<file path="src/rtl/assert_macros.svh">
// Assertion macros for the SHA-1 engine RTL (used by sha1_ctrl).
// Depends on nothing; compiled out when SYNTHESIS is defined.
`ifndef ASSERT_MACROS_SVH
`define ASSERT_MACROS_SVH
`ifndef SYNTHESIS
`define SHA1_ASSERT(lbl, clk, rst_n, prop) \
  lbl: assert property (@(posedge clk) disable iff (!rst_n) prop) \
    else $error("sha1 assertion failed");
`define SHA1_NEVER(lbl, clk, rst_n, expr) \
  lbl: assert property (@(posedge clk) disable iff (!rst_n) !(expr)) \
    else $error("sha1 forbidden condition");
`else
`define SHA1_ASSERT(lbl, clk, rst_n, prop)
`define SHA1_NEVER(lbl, clk, rst_n, expr)
`endif
`endif

</file>
<file path="src/rtl/sha1_pkg.sv">
// Types, constants and round functions for the SHA-1 engine.
// Used by sha1_ctrl, sha1_dp and sha1_hash_engine.
package sha1_pkg;

  localparam int BlockWords = 16;
  localparam int HashWords  = 5;
  localparam logic [6:0] RndLast   = 7'd79;
  localparam logic [5:0] FillLast  = 6'd63;
  localparam logic [5:0] FillLenAt = 6'd56;
  localparam logic [7:0] PadByte   = 8'h80;

  typedef enum logic [3:0] {
    S_IDLE, S_DATA, S_PAD80, S_ZERO, S_LEN, S_COMP, S_FINAL, S_DIGEST
  } state_t;

  typedef enum logic [1:0] {BSEL_DATA, BSEL_PAD, BSEL_ZERO, BSEL_LEN} bsel_t;

  typedef struct packed {
    logic       load_in;
    logic       put_en;
    bsel_t      bsel;
    logic [2:0] bidx;
    logic       msg_inc;
    logic       init_abcde;
    logic       rnd_en;
    logic [6:0] rnd;
    logic       add_hash;
    logic       load_dig;
  } cmd_t;

  typedef struct packed {
    logic [5:0] fill;
    logic [2:0] n;
    logic       last;
    logic       out_busy;
  } status_t;

  function automatic logic [31:0] init_hash(input logic [2:0] idx);
    logic [31:0] v;
    case (idx)
      3'd0:    v = 32'h67452301;
      3'd1:    v = 32'hefcdab89;
      3'd2:    v = 32'h98badcfe;
      3'd3:    v = 32'h10325476;
      default: v = 32'hc3d2e1f0;
    endcase
    return v;
  endfunction

  function automatic logic [31:0] round_k(input logic [6:0] rnd);
    logic [31:0] k;
    if (rnd < 7'd20)      k = 32'h5a827999;
    else if (rnd < 7'd40) k = 32'h6ed9eba1;
    else if (rnd < 7'd60) k = 32'h8f1bbcdc;
    else                  k = 32'hca62c1d6;
    return k;
  endfunction

  function automatic logic [31:0] round_f(input logic [6:0] rnd, input logic [31:0] b,
                                          input logic [31:0] c, input logic [31:0] d);
    logic [31:0] f;
    if (rnd < 7'd20)      f = (b & c) | (~b & d);
    else if (rnd < 7'd40) f = b ^ c ^ d;
    else if (rnd < 7'd60) f = (b & c) | (b & d) | (c & d);
    else                  f = b ^ c ^ d;
    return f;
  endfunction

endpackage

</file>
<file path="src/rtl/sha1_dp.sv">
// SHA-1 datapath: input word, block buffer / schedule window, round
// registers, chaining values and digest output stage. Uses sha1_pkg.
module sha1_dp (
  input  logic                clk,
  input  logic                rst_n,
  input  sha1_pkg::cmd_t      cmd,
  output sha1_pkg::status_t   status,
  input  logic [31:0]         in_data_word,
  input  logic [2:0]          in_byte_count,
  input  logic                in_last,
  output logic                out_valid,
  input  logic                out_stall,
  output logic [31:0]         out_digest_word,
  output logic                out_digest_last
);
  import sha1_pkg::*;

  logic [31:0] data_r;
  logic [2:0]  n_r;
  logic        last_r;
  logic [31:0] blk_r [BlockWords];
  logic [5:0]  fill_r;
  logic [60:0] msg_r;
  logic [31:0] h_r [HashWords];
  logic [31:0] a_r, b_r, c_r, d_r, e_r;
  logic [31:0] dig_r [HashWords];
  logic [2:0]  ocnt_r;
  logic        obusy_r;

  logic [7:0]  put_byte;
  logic [63:0] bits;
  logic [4:0]  lane_sh;
  logic [31:0] w_new;
  logic [31:0] t_sum;
  logic        out_take;

  assign bits    = {msg_r, 3'b000};
  assign lane_sh = {~fill_r[1:0], 3'b000};
  assign w_new   = blk_r[13] ^ blk_r[8] ^ blk_r[2] ^ blk_r[0];
  assign t_sum   = {a_r[26:0], a_r[31:27]} + round_f(cmd.rnd, b_r, c_r, d_r) + e_r
                   + blk_r[0] + round_k(cmd.rnd);
  assign out_take = obusy_r && !out_stall;

  always_comb begin
    case (cmd.bsel)
      BSEL_DATA: put_byte = data_r[{~cmd.bidx[1:0], 3'b000} +: 8];
      BSEL_PAD:  put_byte = PadByte;
      BSEL_LEN:  put_byte = bits[{~cmd.bidx, 3'b000} +: 8];
      default:   put_byte = 8'h00;
    endcase
  end

  always_ff @(posedge clk) begin
    if (cmd.load_in) begin
      data_r <= in_data_word;
      n_r    <= (in_byte_count > 3'd4) ? 3'd4 : in_byte_count;
      last_r <= in_last;
    end
    if (cmd.put_en) begin
      blk_r[fill_r[5:2]][lane_sh +: 8] <= put_byte;
    end else if (cmd.rnd_en) begin
      // slide the schedule window by one word
      for (int i = 0; i < BlockWords - 1; i++) blk_r[i] <= blk_r[i + 1];
      blk_r[BlockWords - 1] <= {w_new[30:0], w_new[31]};
    end
    if (cmd.init_abcde) begin
      a_r <= h_r[0];
      b_r <= h_r[1];
      c_r <= h_r[2];
      d_r <= h_r[3];
      e_r <= h_r[4];
    end else if (cmd.rnd_en) begin
      a_r <= t_sum;
      b_r <= a_r;
      c_r <= {b_r[1:0], b_r[31:2]};
      d_r <= c_r;
      e_r <= d_r;
    end
    if (cmd.load_dig) begin
      for (int i = 0; i < HashWords; i++) dig_r[i] <= h_r[i];
    end else if (out_take) begin
      for (int i = 0; i < HashWords - 1; i++) dig_r[i] <= dig_r[i + 1];
    end
  end

  always_ff @(posedge clk) begin
    if (!rst_n) begin
      fill_r  <= '0;
      msg_r   <= '0;
      ocnt_r  <= '0;
      obusy_r <= 1'b0;
      for (int i = 0; i < HashWords; i++) h_r[i] <= init_hash(3'(i));
    end else begin
      if (cmd.load_dig) begin
        fill_r <= '0;
        msg_r  <= '0;
        for (int i = 0; i < HashWords; i++) h_r[i] <= init_hash(3'(i));
      end else begin
        if (cmd.put_en) fill_r <= fill_r + 6'd1;
        if (cmd.msg_inc) msg_r <= msg_r + 61'd1;
        if (cmd.add_hash) begin
          h_r[0] <= h_r[0] + a_r;
          h_r[1] <= h_r[1] + b_r;
          h_r[2] <= h_r[2] + c_r;
          h_r[3] <= h_r[3] + d_r;
          h_r[4] <= h_r[4] + e_r;
        end
      end
      if (cmd.load_dig) begin
        obusy_r <= 1'b1;
        ocnt_r  <= '0;
      end else if (out_take) begin
        ocnt_r <= ocnt_r + 3'd1;
        if (ocnt_r == 3'd4) obusy_r <= 1'b0;
      end
    end
  end

  assign status.fill     = fill_r;
  assign status.n        = n_r;
  assign status.last     = last_r;
  assign status.out_busy = obusy_r;

  assign out_valid       = obusy_r;
  assign out_digest_word = dig_r[0];
  assign out_digest_last = (ocnt_r == 3'd4);

endmodule

</file>
<file path="src/rtl/sha1_ctrl.sv">
// SHA-1 controller: sequences byte packing, padding, the 80 rounds and
// the digest hand-off. Uses sha1_pkg and assert_macros.svh.
`include "assert_macros.svh"
module sha1_ctrl (
  input  logic               clk,
  input  logic               rst_n,
  input  logic               in_valid,
  output logic               in_stall,
  input  sha1_pkg::status_t  status,
  output sha1_pkg::cmd_t     cmd
);
  import sha1_pkg::*;

  state_t     state_r, state_nxt;
  state_t     ret_r, ret_nxt;
  logic [2:0] bi_r, bi_nxt;
  logic [6:0] rnd_r, rnd_nxt;

  always_ff @(posedge clk) begin
    if (!rst_n) begin
      state_r <= S_IDLE;
      ret_r   <= S_IDLE;
      bi_r    <= '0;
      rnd_r   <= '0;
    end else begin
      state_r <= state_nxt;
      ret_r   <= ret_nxt;
      bi_r    <= bi_nxt;
      rnd_r   <= rnd_nxt;
    end
  end

  assign in_stall = (state_r != S_IDLE);

  always_comb begin
    state_nxt = state_r;
    ret_nxt   = ret_r;
    bi_nxt    = bi_r;
    rnd_nxt   = rnd_r;
    cmd       = '0;
    cmd.bsel  = BSEL_ZERO;
    cmd.rnd   = rnd_r;
    case (state_r)
      S_IDLE: begin
        if (in_valid) begin
          cmd.load_in = 1'b1;
          bi_nxt      = '0;
          state_nxt   = S_DATA;
        end
      end
      S_DATA: begin
        if (bi_r == status.n) begin
          state_nxt = status.last ? S_PAD80 : S_IDLE;
        end else begin
          cmd.put_en  = 1'b1;
          cmd.bsel    = BSEL_DATA;
          cmd.bidx    = bi_r;
          cmd.msg_inc = 1'b1;
          bi_nxt      = bi_r + 3'd1;
          if (status.fill == FillLast) begin
            ret_nxt   = S_DATA;
            state_nxt = S_COMP;
          end
        end
      end
      S_PAD80: begin
        cmd.put_en = 1'b1;
        cmd.bsel   = BSEL_PAD;
        state_nxt  = S_ZERO;
        if (status.fill == FillLast) begin
          ret_nxt   = S_ZERO;
          state_nxt = S_COMP;
        end
      end
      S_ZERO: begin
        if (status.fill == FillLenAt) begin
          bi_nxt    = '0;
          state_nxt = S_LEN;
        end else begin
          cmd.put_en = 1'b1;
          if (status.fill == FillLast) begin
            ret_nxt   = S_ZERO;
            state_nxt = S_COMP;
          end
        end
      end
      S_LEN: begin
        cmd.put_en = 1'b1;
        cmd.bsel   = BSEL_LEN;
        cmd.bidx   = bi_r;
        bi_nxt     = bi_r + 3'd1;
        if (status.fill == FillLast) begin
          ret_nxt   = S_DIGEST;
          state_nxt = S_COMP;
        end
      end
      S_COMP: begin
        cmd.rnd_en = 1'b1;
        rnd_nxt    = rnd_r + 7'd1;
        if (rnd_r == RndLast) state_nxt = S_FINAL;
      end
      S_FINAL: begin
        cmd.add_hash = 1'b1;
        state_nxt    = ret_r;
      end
      S_DIGEST: begin
        // hold until the previous digest has drained
        if (!status.out_busy) begin
          cmd.load_dig = 1'b1;
          state_nxt    = S_IDLE;
        end
      end
      default: state_nxt = S_IDLE;
    endcase
    // load the working registers as the block completes
    if (state_nxt == S_COMP && state_r != S_COMP) begin
      cmd.init_abcde = 1'b1;
      rnd_nxt        = '0;
    end
  end

  `SHA1_ASSERT(a_rnd_end, clk, rst_n, (state_r == S_COMP && rnd_r == RndLast) |=> (state_r == S_FINAL))
  `SHA1_ASSERT(a_comp_fill, clk, rst_n, (state_r == S_COMP) |-> (status.fill == 6'd0))
  `SHA1_NEVER(a_bi_range, clk, rst_n, (state_r == S_DATA && bi_r > status.n))
  `SHA1_ASSERT(a_dig_free, clk, rst_n, cmd.load_dig |-> !status.out_busy)

endmodule

</file>
<file path="src/rtl/sha1_hash_engine.sv">
// A word is accepted, then its valid bytes are packed one at a time into the block buffer; each
// full block runs the 80 rounds, one per cycle, then the chaining add. The last word adds a
// pad byte, byte-serial zero fill and the 64-bit length, then the digest hand-off.
// A new word is taken only once the previous word and any padding, compression or digest hand-off
// it led to are done, so throughput is set by byte-serial packing and the single shared round unit.
// Digest words drain from their own register while the next message is taken.
// Reset (synchronous, rst_n low) restores initial chaining values and empties all counters.
module sha1_hash_engine (
  input  logic        clk,
  input  logic        rst_n,
  input  logic        in_valid,
  output logic        in_stall,
  input  logic [31:0] in_data_word,
  input  logic [2:0]  in_byte_count,
  input  logic        in_last,
  output logic        out_valid,
  input  logic        out_stall,
  output logic [31:0] out_digest_word,
  output logic        out_digest_last
);
  import sha1_pkg::*;

  cmd_t    cmd;
  status_t status;

  sha1_ctrl u_ctrl (
    .clk      (clk),
    .rst_n    (rst_n),
    .in_valid (in_valid),
    .in_stall (in_stall),
    .status   (status),
    .cmd      (cmd)
  );

  sha1_dp u_dp (
    .clk             (clk),
    .rst_n           (rst_n),
    .cmd             (cmd),
    .status          (status),
    .in_data_word    (in_data_word),
    .in_byte_count   (in_byte_count),
    .in_last         (in_last),
    .out_valid       (out_valid),
    .out_stall       (out_stall),
    .out_digest_word (out_digest_word),
    .out_digest_last (out_digest_last)
  );

endmodule
</file>
<file path="config.mk">
export PLATFORM = sky130hd
export DESIGN_NAME = sha1_hash_engine
export DESIGN_NICKNAME = d
export VERILOG_FILES = /design/src/rtl/sha1_pkg.sv /design/src/rtl/sha1_dp.sv /design/src/rtl/sha1_ctrl.sv /design/src/rtl/sha1_hash_engine.sv
export VERILOG_INCLUDE_DIRS = /design/src /design/src/rtl
export SDC_FILE = /design/constraint.sdc
export NUM_CORES = 2
export LEC_CHECK = 0
export BUFFER_PORTS_ARGS = -buffer_cell sky130_fd_sc_hd__buf_2
export CAP_MARGIN = 0
export CORE_ASPECT_RATIO = 1.2
export CORE_UTILIZATION = 54
export DETAILED_ROUTE_END_ITERATION = 10
export PLACE_DENSITY = 0.71
export SLEW_MARGIN = 20
export SYNTH_ARGS = -nofsm -noshare
export SYNTH_HDL_FRONTEND = slang
export SYNTH_HIERARCHICAL = 1
export SYNTH_SLANG_ARGS = --single-unit
</file>
<file path="constraint.sdc">
create_clock -name clk -period 8.9 [get_ports clk]
set_input_delay 0.445 -clock clk [delete_from_list [all_inputs] [get_ports clk]]
set_output_delay 0.445 -clock clk [all_outputs]
set_load 0.005 [all_outputs]
</file>
# Word level (Yosys, flattened, before mapping)

Memories as Yosys holds them, arrays and structs flattened.
Index checks and enable logic that the tools add are counted.

Register bits after elaboration: 285
Bits in writable memories: 832
Bits of input ports: 40
Output and inout bits: 35
Word-level logic and storage cells: 214
Memories kept: 3

$add $sub $neg: 15
$lt $le $gt $ge: 4
Equal/unequal tests: 22
Shift-type cells: 4
Multiplexer cells: 101
Bitwise gates (word level): 31
Reductions and logical operators: 18

Memory list:

| name       | words | width | read ports | clocked after Yosys merged registers in | write ports | RTL line      | text |
|---|---|---|---|---|---|---|---|
| u_dp.blk_r | 16    | 32    | 16         | 0                                       | 16          | sha1_dp.sv:21 | `logic [31:0] blk_r [BlockWords];` |
| u_dp.dig_r | 5     | 32    | 5          | 0                                       | 5           | sha1_dp.sv:26 | `logic [31:0] dig_r [HashWords];` |
| u_dp.h_r   | 5     | 32    | 5          | 0                                       | 5           | sha1_dp.sv:24 | `logic [31:0] h_r [HashWords];` |

Operators by type and width:

| operator                                                    | number |
|---|---|
| two-way mux 32 bit                                          | 47 |
| adder 32 bit                                                | 9 |
| bitwise XOR 32 bit                                          | 5 |
| bitwise AND 32 bit                                          | 4 |
| bitwise OR 32 bit                                           | 3 |
| indexed part select 64 x 7 -> 8 bit                         | 1 |
| adder 61 x 1 -> 61 bit (second input constant)              | 1 |
| two-way mux 4 bit                                           | 12 |
| NOT 32 bit                                                  | 1 |
| one-hot mux 4 bit (8 select lines)                          | 1 |
| OR reduction 32 bit                                         | 1 |
| variable shift 8 x 7 -> 32 bit (first input constant)       | 1 |
| indexed part select 32 x 6 -> 8 bit                         | 1 |
| indexed part select 8 x 7 -> 32 bit                         | 1 |
| two-way mux 31 bit                                          | 1 |
| two-way mux 1 bit                                           | 28 |
| one-hot mux 8 bit (3 select lines)                          | 1 |
| equality test 4 x 3 -> 1 bit (second input constant)        | 5 |
| one-hot mux 4 bit (4 select lines)                          | 1 |
| less-than comparator 7 x 6 -> 1 bit (second input constant) | 2 |
| bitwise OR 1 bit                                            | 14 |
| equality test 6 bit (second input constant)                 | 2 |
| two-way mux 3 bit                                           | 4 |
| one-hot mux 3 bit (4 select lines)                          | 1 |
| 34 further kinds                                            | 48 |

# Logic depth before layout (Yosys ltp)

Depth after elaboration: 12
Gate-level depth with buffers: 22
Gate-level depth less buffers: 22

# Modules after synthesis

Netlist, hierarchy kept.

Modules (own cells, without submodules):

| module    | times used | cells each | area each (µm²) | sequential area each (µm²) |
|---|---|---|---|---|
| sha1_dp   | 1          | 4,599      | 57,871.8        | 32,291.0 |
| sha1_ctrl | 1          | 154        | 1,227.4         | 340.3 |

# Worst setup path before layout

No wires, ideal clock.

Path type: reg2reg
Start point: register u_ctrl.state_r[2]
End point: memory u_dp.h_r[0][0] (enable)
Library setup time: 0.525 ns
Data arrival time: 6.993 ns
Required time: 8.375 ns
Slack: 1.381 ns
Stages on the path, launching flop included: 8
Buffers on the path: 2
Path through: dfxtp_1 > clkbuf_2 > nand2b_1 > or2_2 > nor3_1 > nor2b_1 > clkbuf_4 > nand2_1

RTL lines:

| element                | RTL line        | text |
|---|---|---|
| from (decl)            | sha1_ctrl.sv:14 | `state_t state_r, state_nxt;` |
| from (signal assigned) | sha1_ctrl.sv:26 | `state_r <= state_nxt;` |
| to (decl)              | sha1_dp.sv:24   |  |

# Worst setup path in the final report

Start point: register u_ctrl.rnd_r[4]
End point: register u_dp.a_r[31] (data pin)

Word-level cells in the longest chain between the ends: 10
Elaborated cells on any way between the ends: 21

RTL lines:

| element                             | RTL line                       | text |
|---|---|---|
| from (decl)                         | sha1_ctrl.sv:17                | `logic [6:0] rnd_r, rnd_nxt;` |
| from (signal assigned)              | sha1_ctrl.sv:29                | `rnd_r <= rnd_nxt;` |
| less-than comparator 7 x 6 -> 1 bit | sha1_pkg.sv:54, sha1_pkg.sv:64 |  |
| two-way mux 32 bit                  | sha1_pkg.sv:64                 | `else if (rnd < 7'd60) f = (b & c) \| (b & d) \| (c & d);` |
| two-way mux 32 bit                  | sha1_pkg.sv:63                 | `else if (rnd < 7'd40) f = b ^ c ^ d;` |
| two-way mux 32 bit                  | sha1_pkg.sv:62                 | `if (rnd < 7'd20) f = (b & c) \| (~b & d);` |
| adder 32 bit (2 in series)          | sha1_dp.sv:40                  | `assign t_sum = {a_r[26:0], a_r[31:27]} + round_f(cmd.rnd, b_r, c_r, d_r) + e_r` |
| adder 32 bit (2 in series)          | sha1_dp.sv:41                  | `+ blk_r[0] + round_k(cmd.rnd);` |
| two-way mux 32 bit                  | sha1_dp.sv:72                  | `end else if (cmd.rnd_en) begin` |
| two-way mux 32 bit (*)              | sha1_dp.sv:66                  | `if (cmd.init_abcde) begin` |
| to (signal assigned)                | sha1_dp.sv:67                  | `a_r <= h_r[0];` |
| to (signal assigned)                | sha1_dp.sv:73                  | `a_r <= t_sum;` |
| to (decl)                           | sha1_dp.sv:25                  | `logic [31:0] a_r, b_r, c_r, d_r, e_r;` |

Every way passes the cells marked *; elsewhere a longest branch is shown, timed or not. The select of a mux whose other input is x is not followed.
A chain may end at the register's enable or synchronous reset.

==> flow_summary.yaml <==
route:
  via_per_inst: 6.03
  drt_iter0_drc: 3178
  wirelength_um: 147000
  dr.pass1.iters: 6
  num_vias: 38100
  postRouteAntennaNets: 0
  routedWlPerCell_um: 23.2
  drc_errors: 0
clock_network:
  clk_latency_ns: 0.75
  cts_made_buffers: 112
  cts_hold_buf: 36
  post_cts_buffers: 0
  clockRootBuffer: "clkbuf_16"
  cts_max_level: 3
  cts_tree: "done"
  cts_buffer_depth: 3
  clock_sinks: 1116
  cts_resized: 0
  clk_pin_slew_ns: 0.06
synth:
  synth.cell_area_mm2: 0.0591
  synth_area_per_cell_um2: 12.4
  ys.flop_type: "edfxtp_1"
  async_reset_ff_share_pct: 0
  yosysUniqueCellTypes: 105
  synth.net_count: 5121
  synth_edf_count: 1028
  synth_seq_area_share_pct: 55.2
  synthCells: 4753
  ys_seq_elements: 1116
  synth.yosys.warnings: 6
floorplan:
  initial_core_util_pct: 54.6
  dieHeight_um: 364
  die_area_mm2: 0.111
  io_pins: 75
  num_rows: 132
  core_area_mm2: 0.108
  fp.dieW_um: 304
pwr:
  power_frac_clock_pct: 44.3
  swShare_pct: 20.8
  leakage_nw: 27.2
  p_comb_share_pct: 2.0
  switching_power_mw: 2.21
  pwr_density_cell_mw_per_mm2: 164
  seq_power_share_pct: 53.7
  peakVddDrop_mv: 0.203
  p_int_mw: 8.41
setup_path:
  crit_chain: "a41oi_1, nand2_1, buf_4, nand2_1, buf_4, clkinv_1, a221oi_1, fa_1, fa_1, fa_1, inv_1, ha_1, inv_1, fa_1, nand2b_1, a21oi_1, nor2_1, o21ai_1, a41oi_1, a21oi_1, a311oi_1, xnor2_1, o21ai_0"
  r2r_slack_ns: 1.58
  cp_max_fo: 18
  crit_arrival_ns: 7.76
  cp_slowest_stage_delay_ns: 0.69
  start_kind: "flop"
  path_delay_family: "compound AO/OA/AOI/OAI gates"
  crit_type: "reg -> reg"
  required_ns: 9.34
  crit_buf_inv: 5
  critPathCaptureType: "flop"
  crit_slowest_cell: "clkinv_1"
  cp_common_cell: "fa_1"
timing:
  relSlewSlack_pct: 25.4
  max_freq_mhz: 137
  period_share_pct: 82.2
  setup_viol: 0
  finClkSkew_ns: 0.0299
  worstMarginPinSlew_ns: 1.11
  tns_ns: 0
  rsz0062_at_grt: "no"
  fin_crit_ns: 7.32
  setup_slack_ns: 1.58
  hold_viol: 0
  drv_slew: 0
global_routing:
  grt_max_degree: 200
  antenna_found_initial: 2
  grt_usage_pct: 26.5
  grt_pass1_vias: 37800
  grt_pass1_wl_um: 225000
  overflow: 0
layout:
  layout-drive-gt1-share_pct: 13.5
  nets: 5189
  n_fill_cell: 8507
  synthToLayoutAreaGrowth_pct: 9.96
placed_design:
  place.gp.congestion: 0.947
  portBuffers: 74
  hpwl_um: 103000
  detailedPlace.worstSlack_ns: 1.65
run:
  cap_viol_max_count: 0
min_path:
  hold_class: "in -> reg"
run_status:
  status: "finished, final reports clean"
==> power groups by stage <==
stage                     registers (mW)  logic [mW]  clock network (mW)
after global placement              5.82       0.194                   0
final                               5.71       0.213                4.71
after global routing                5.70       0.232                5.00
after detailed placement            5.82       0.197                   0
after CTS                           5.70       0.211                4.80
after floorplan                     5.81       0.141                   0
==> final timing paths <==
kind | startpoint | end | cells after the start
worst max-delay path | u_ctrl/rnd_r[4]$_SDFFE_PP0P_ | u_dp/a_r[31]$_DFFE_PP_ | 23
worst min-delay path | out_stall | u_dp/out_valid$_SDFFE_PN0P_ | 4
worst max register to register | u_ctrl/rnd_r[4]$_SDFFE_PP0P_ | u_dp/a_r[31]$_DFFE_PP_ | 23
worst min register to register | u_ctrl/ret_r[1]$_SDFFE_PN0P_ | u_ctrl/ret_r[1]$_SDFFE_PN0P_ | 2
==> cell families after synthesis <==
| kind of cell | Yosys count | share of synthesized area (%) |
|---|---|---|
| adders and majority gates | 328 | 8.53 |
| other | 1 | 0.00635 |
| and+or+nand+nor | 926 | 7.41 |
| muxes | 303 | 6.07 |
| buffers and inverters | 526 | 3.66 |
| AOI/OAI and AO/OA | 1249 | 14.6 |
| DFF | 1116 | 55.2 |
| xor gates and xnor gates | 304 | 4.51 |
==> flip-flops by register name (all words and copies together) (netlist names), 4 cells and up <==
register	flops
u_dp/a_r	32
u_dp/e_r	32
u_ctrl/state_r	4
u_dp/fill_r	6
u_dp/d_r	32
u_dp/c_r	32
u_dp/h_r	160
u_dp/dig_r	160
u_dp/msg_r	61
u_ctrl/rnd_r	7
u_dp/data_r	32
u_dp/blk_r	512
u_dp/b_r	32
==> metal layers <==
layer	part of all wire (%)	routed length (um)	track usage, %
met1	41	60300	34.1
met3	5.1	7480	2.98
met5	0	0	0
met4	4.4	6440	12.0
met2	49	72500	45.3
==> synth_stat cells, types with 9 or more instances <==
| cell | instances | area, um^2 |
|---|---|---|
| and2_1 | 24 | 150 |
| a221oi_1 | 20 | 175 |
| nor2b_1 | 45 | 282 |
| o221a_2 | 11 | 124 |
| fa_1 | 125 | 2500 |
| nand4_1 | 40 | 250 |
| buf_2 | 27 | 135 |
| o31ai_1 | 9 | 67.6 |
| nand3_1 | 80 | 400 |
| mux2_2 | 231 | 2600 |
| a31oi_1 | 17 | 106 |
| a211oi_1 | 27 | 203 |
| mux4_2 | 21 | 473 |
| clkbuf_1 | 177 | 664 |
| xnor2_1 | 183 | 1600 |
| mux2i_1 | 51 | 510 |
| o21a_1 | 34 | 255 |
| a21oi_1 | 160 | 801 |
| nand2_1 | 268 | 1010 |
| nand2b_1 | 35 | 219 |
| buf_4 | 35 | 263 |
| ha_1 | 203 | 2540 |
| nor3_1 | 46 | 230 |
| xor2_1 | 121 | 1060 |
| inv_1 | 272 | 1020 |
| a21o_1 | 586 | 4400 |
| a21boi_0 | 10 | 75.1 |
| o22ai_1 | 24 | 150 |
| and3_1 | 33 | 206 |
| o21bai_1 | 20 | 150 |
| nor4_1 | 10 | 62.6 |
| nor2_1 | 282 | 1060 |
| or3_1 | 17 | 106 |
| o21ai_0 | 232 | 1160 |
| dfxtp_1 | 88 | 1760 |
| edfxtp_1 | 1028 | 30900 |
| and4_1 | 12 | 105 |
==> per-stage QoR <==
| step | cells | hold slack, ns | utilization, % | total power, mW | area [um^2] |
|---|---|---|---|---|---|
| final | 6324 | 0.0663 | 60.1 | 10.6 | 65000 |
| after floorplan | 4753 | 0.439 | - | 5.95 | 59100 |
| after global routing | 6322 | 0.0882 | 60.1 | 10.9 | 65000 |
| after detailed placement | 6078 | 0.459 | 56.4 | 6.01 | 61000 |
| after CTS | 6322 | 0.0362 | 60.0 | 10.7 | 64900 |
| after global placement | 6078 | 0.448 | 56.3 | 6.01 | 61000 |
==> final cells by class <==
cell class / instances / area [um^2] / area share, %
flip-flops and latches: 1116 / 32600 / 50.2
repair buffers: 206 / 1530 / 2.35
well taps: 1407 / 1760 / 2.71
clock inverters: 60 / 612 / 0.941
clock buffers: 148 / 3010 / 4.63
diodes: 2 / 5.00 / 0.00770
multi-input cells: 3111 / 24400 / 37.6
inverters: 274 / 1030 / 1.58
==> cells in the final DEF, fill, tap and decap left out, drive strengths merged, types with 35 or more instances in the layout <==
master       synthesis  final
nor2b               45     45
o21ai              240    240
dlygate4sd3          0     36
xor2               121    121
nor2               282    282
inv                272    276
a21oi              166    166
nand4               40     40
nand2b              35     35
fa                 125    125
buf                 70    170
ha                 203    203
mux2i               51     51
a21o               589    589
nor3                47     47
nand2              269    269
clkinv               2     47
nand3               81     81
mux2               231    231
xnor2              183    183
dfxtp               88     88
clkbuf             182    148
edfxtp            1028   1028
==> tightest hold or removal path, stage by stage <==
cell      delay (ns)
buf_2           0.08
nand2b_1        0.09
a21oi_1         0.06
nor2b_1         0.09
Note: power is estimated with default switching activity, not from simulation.
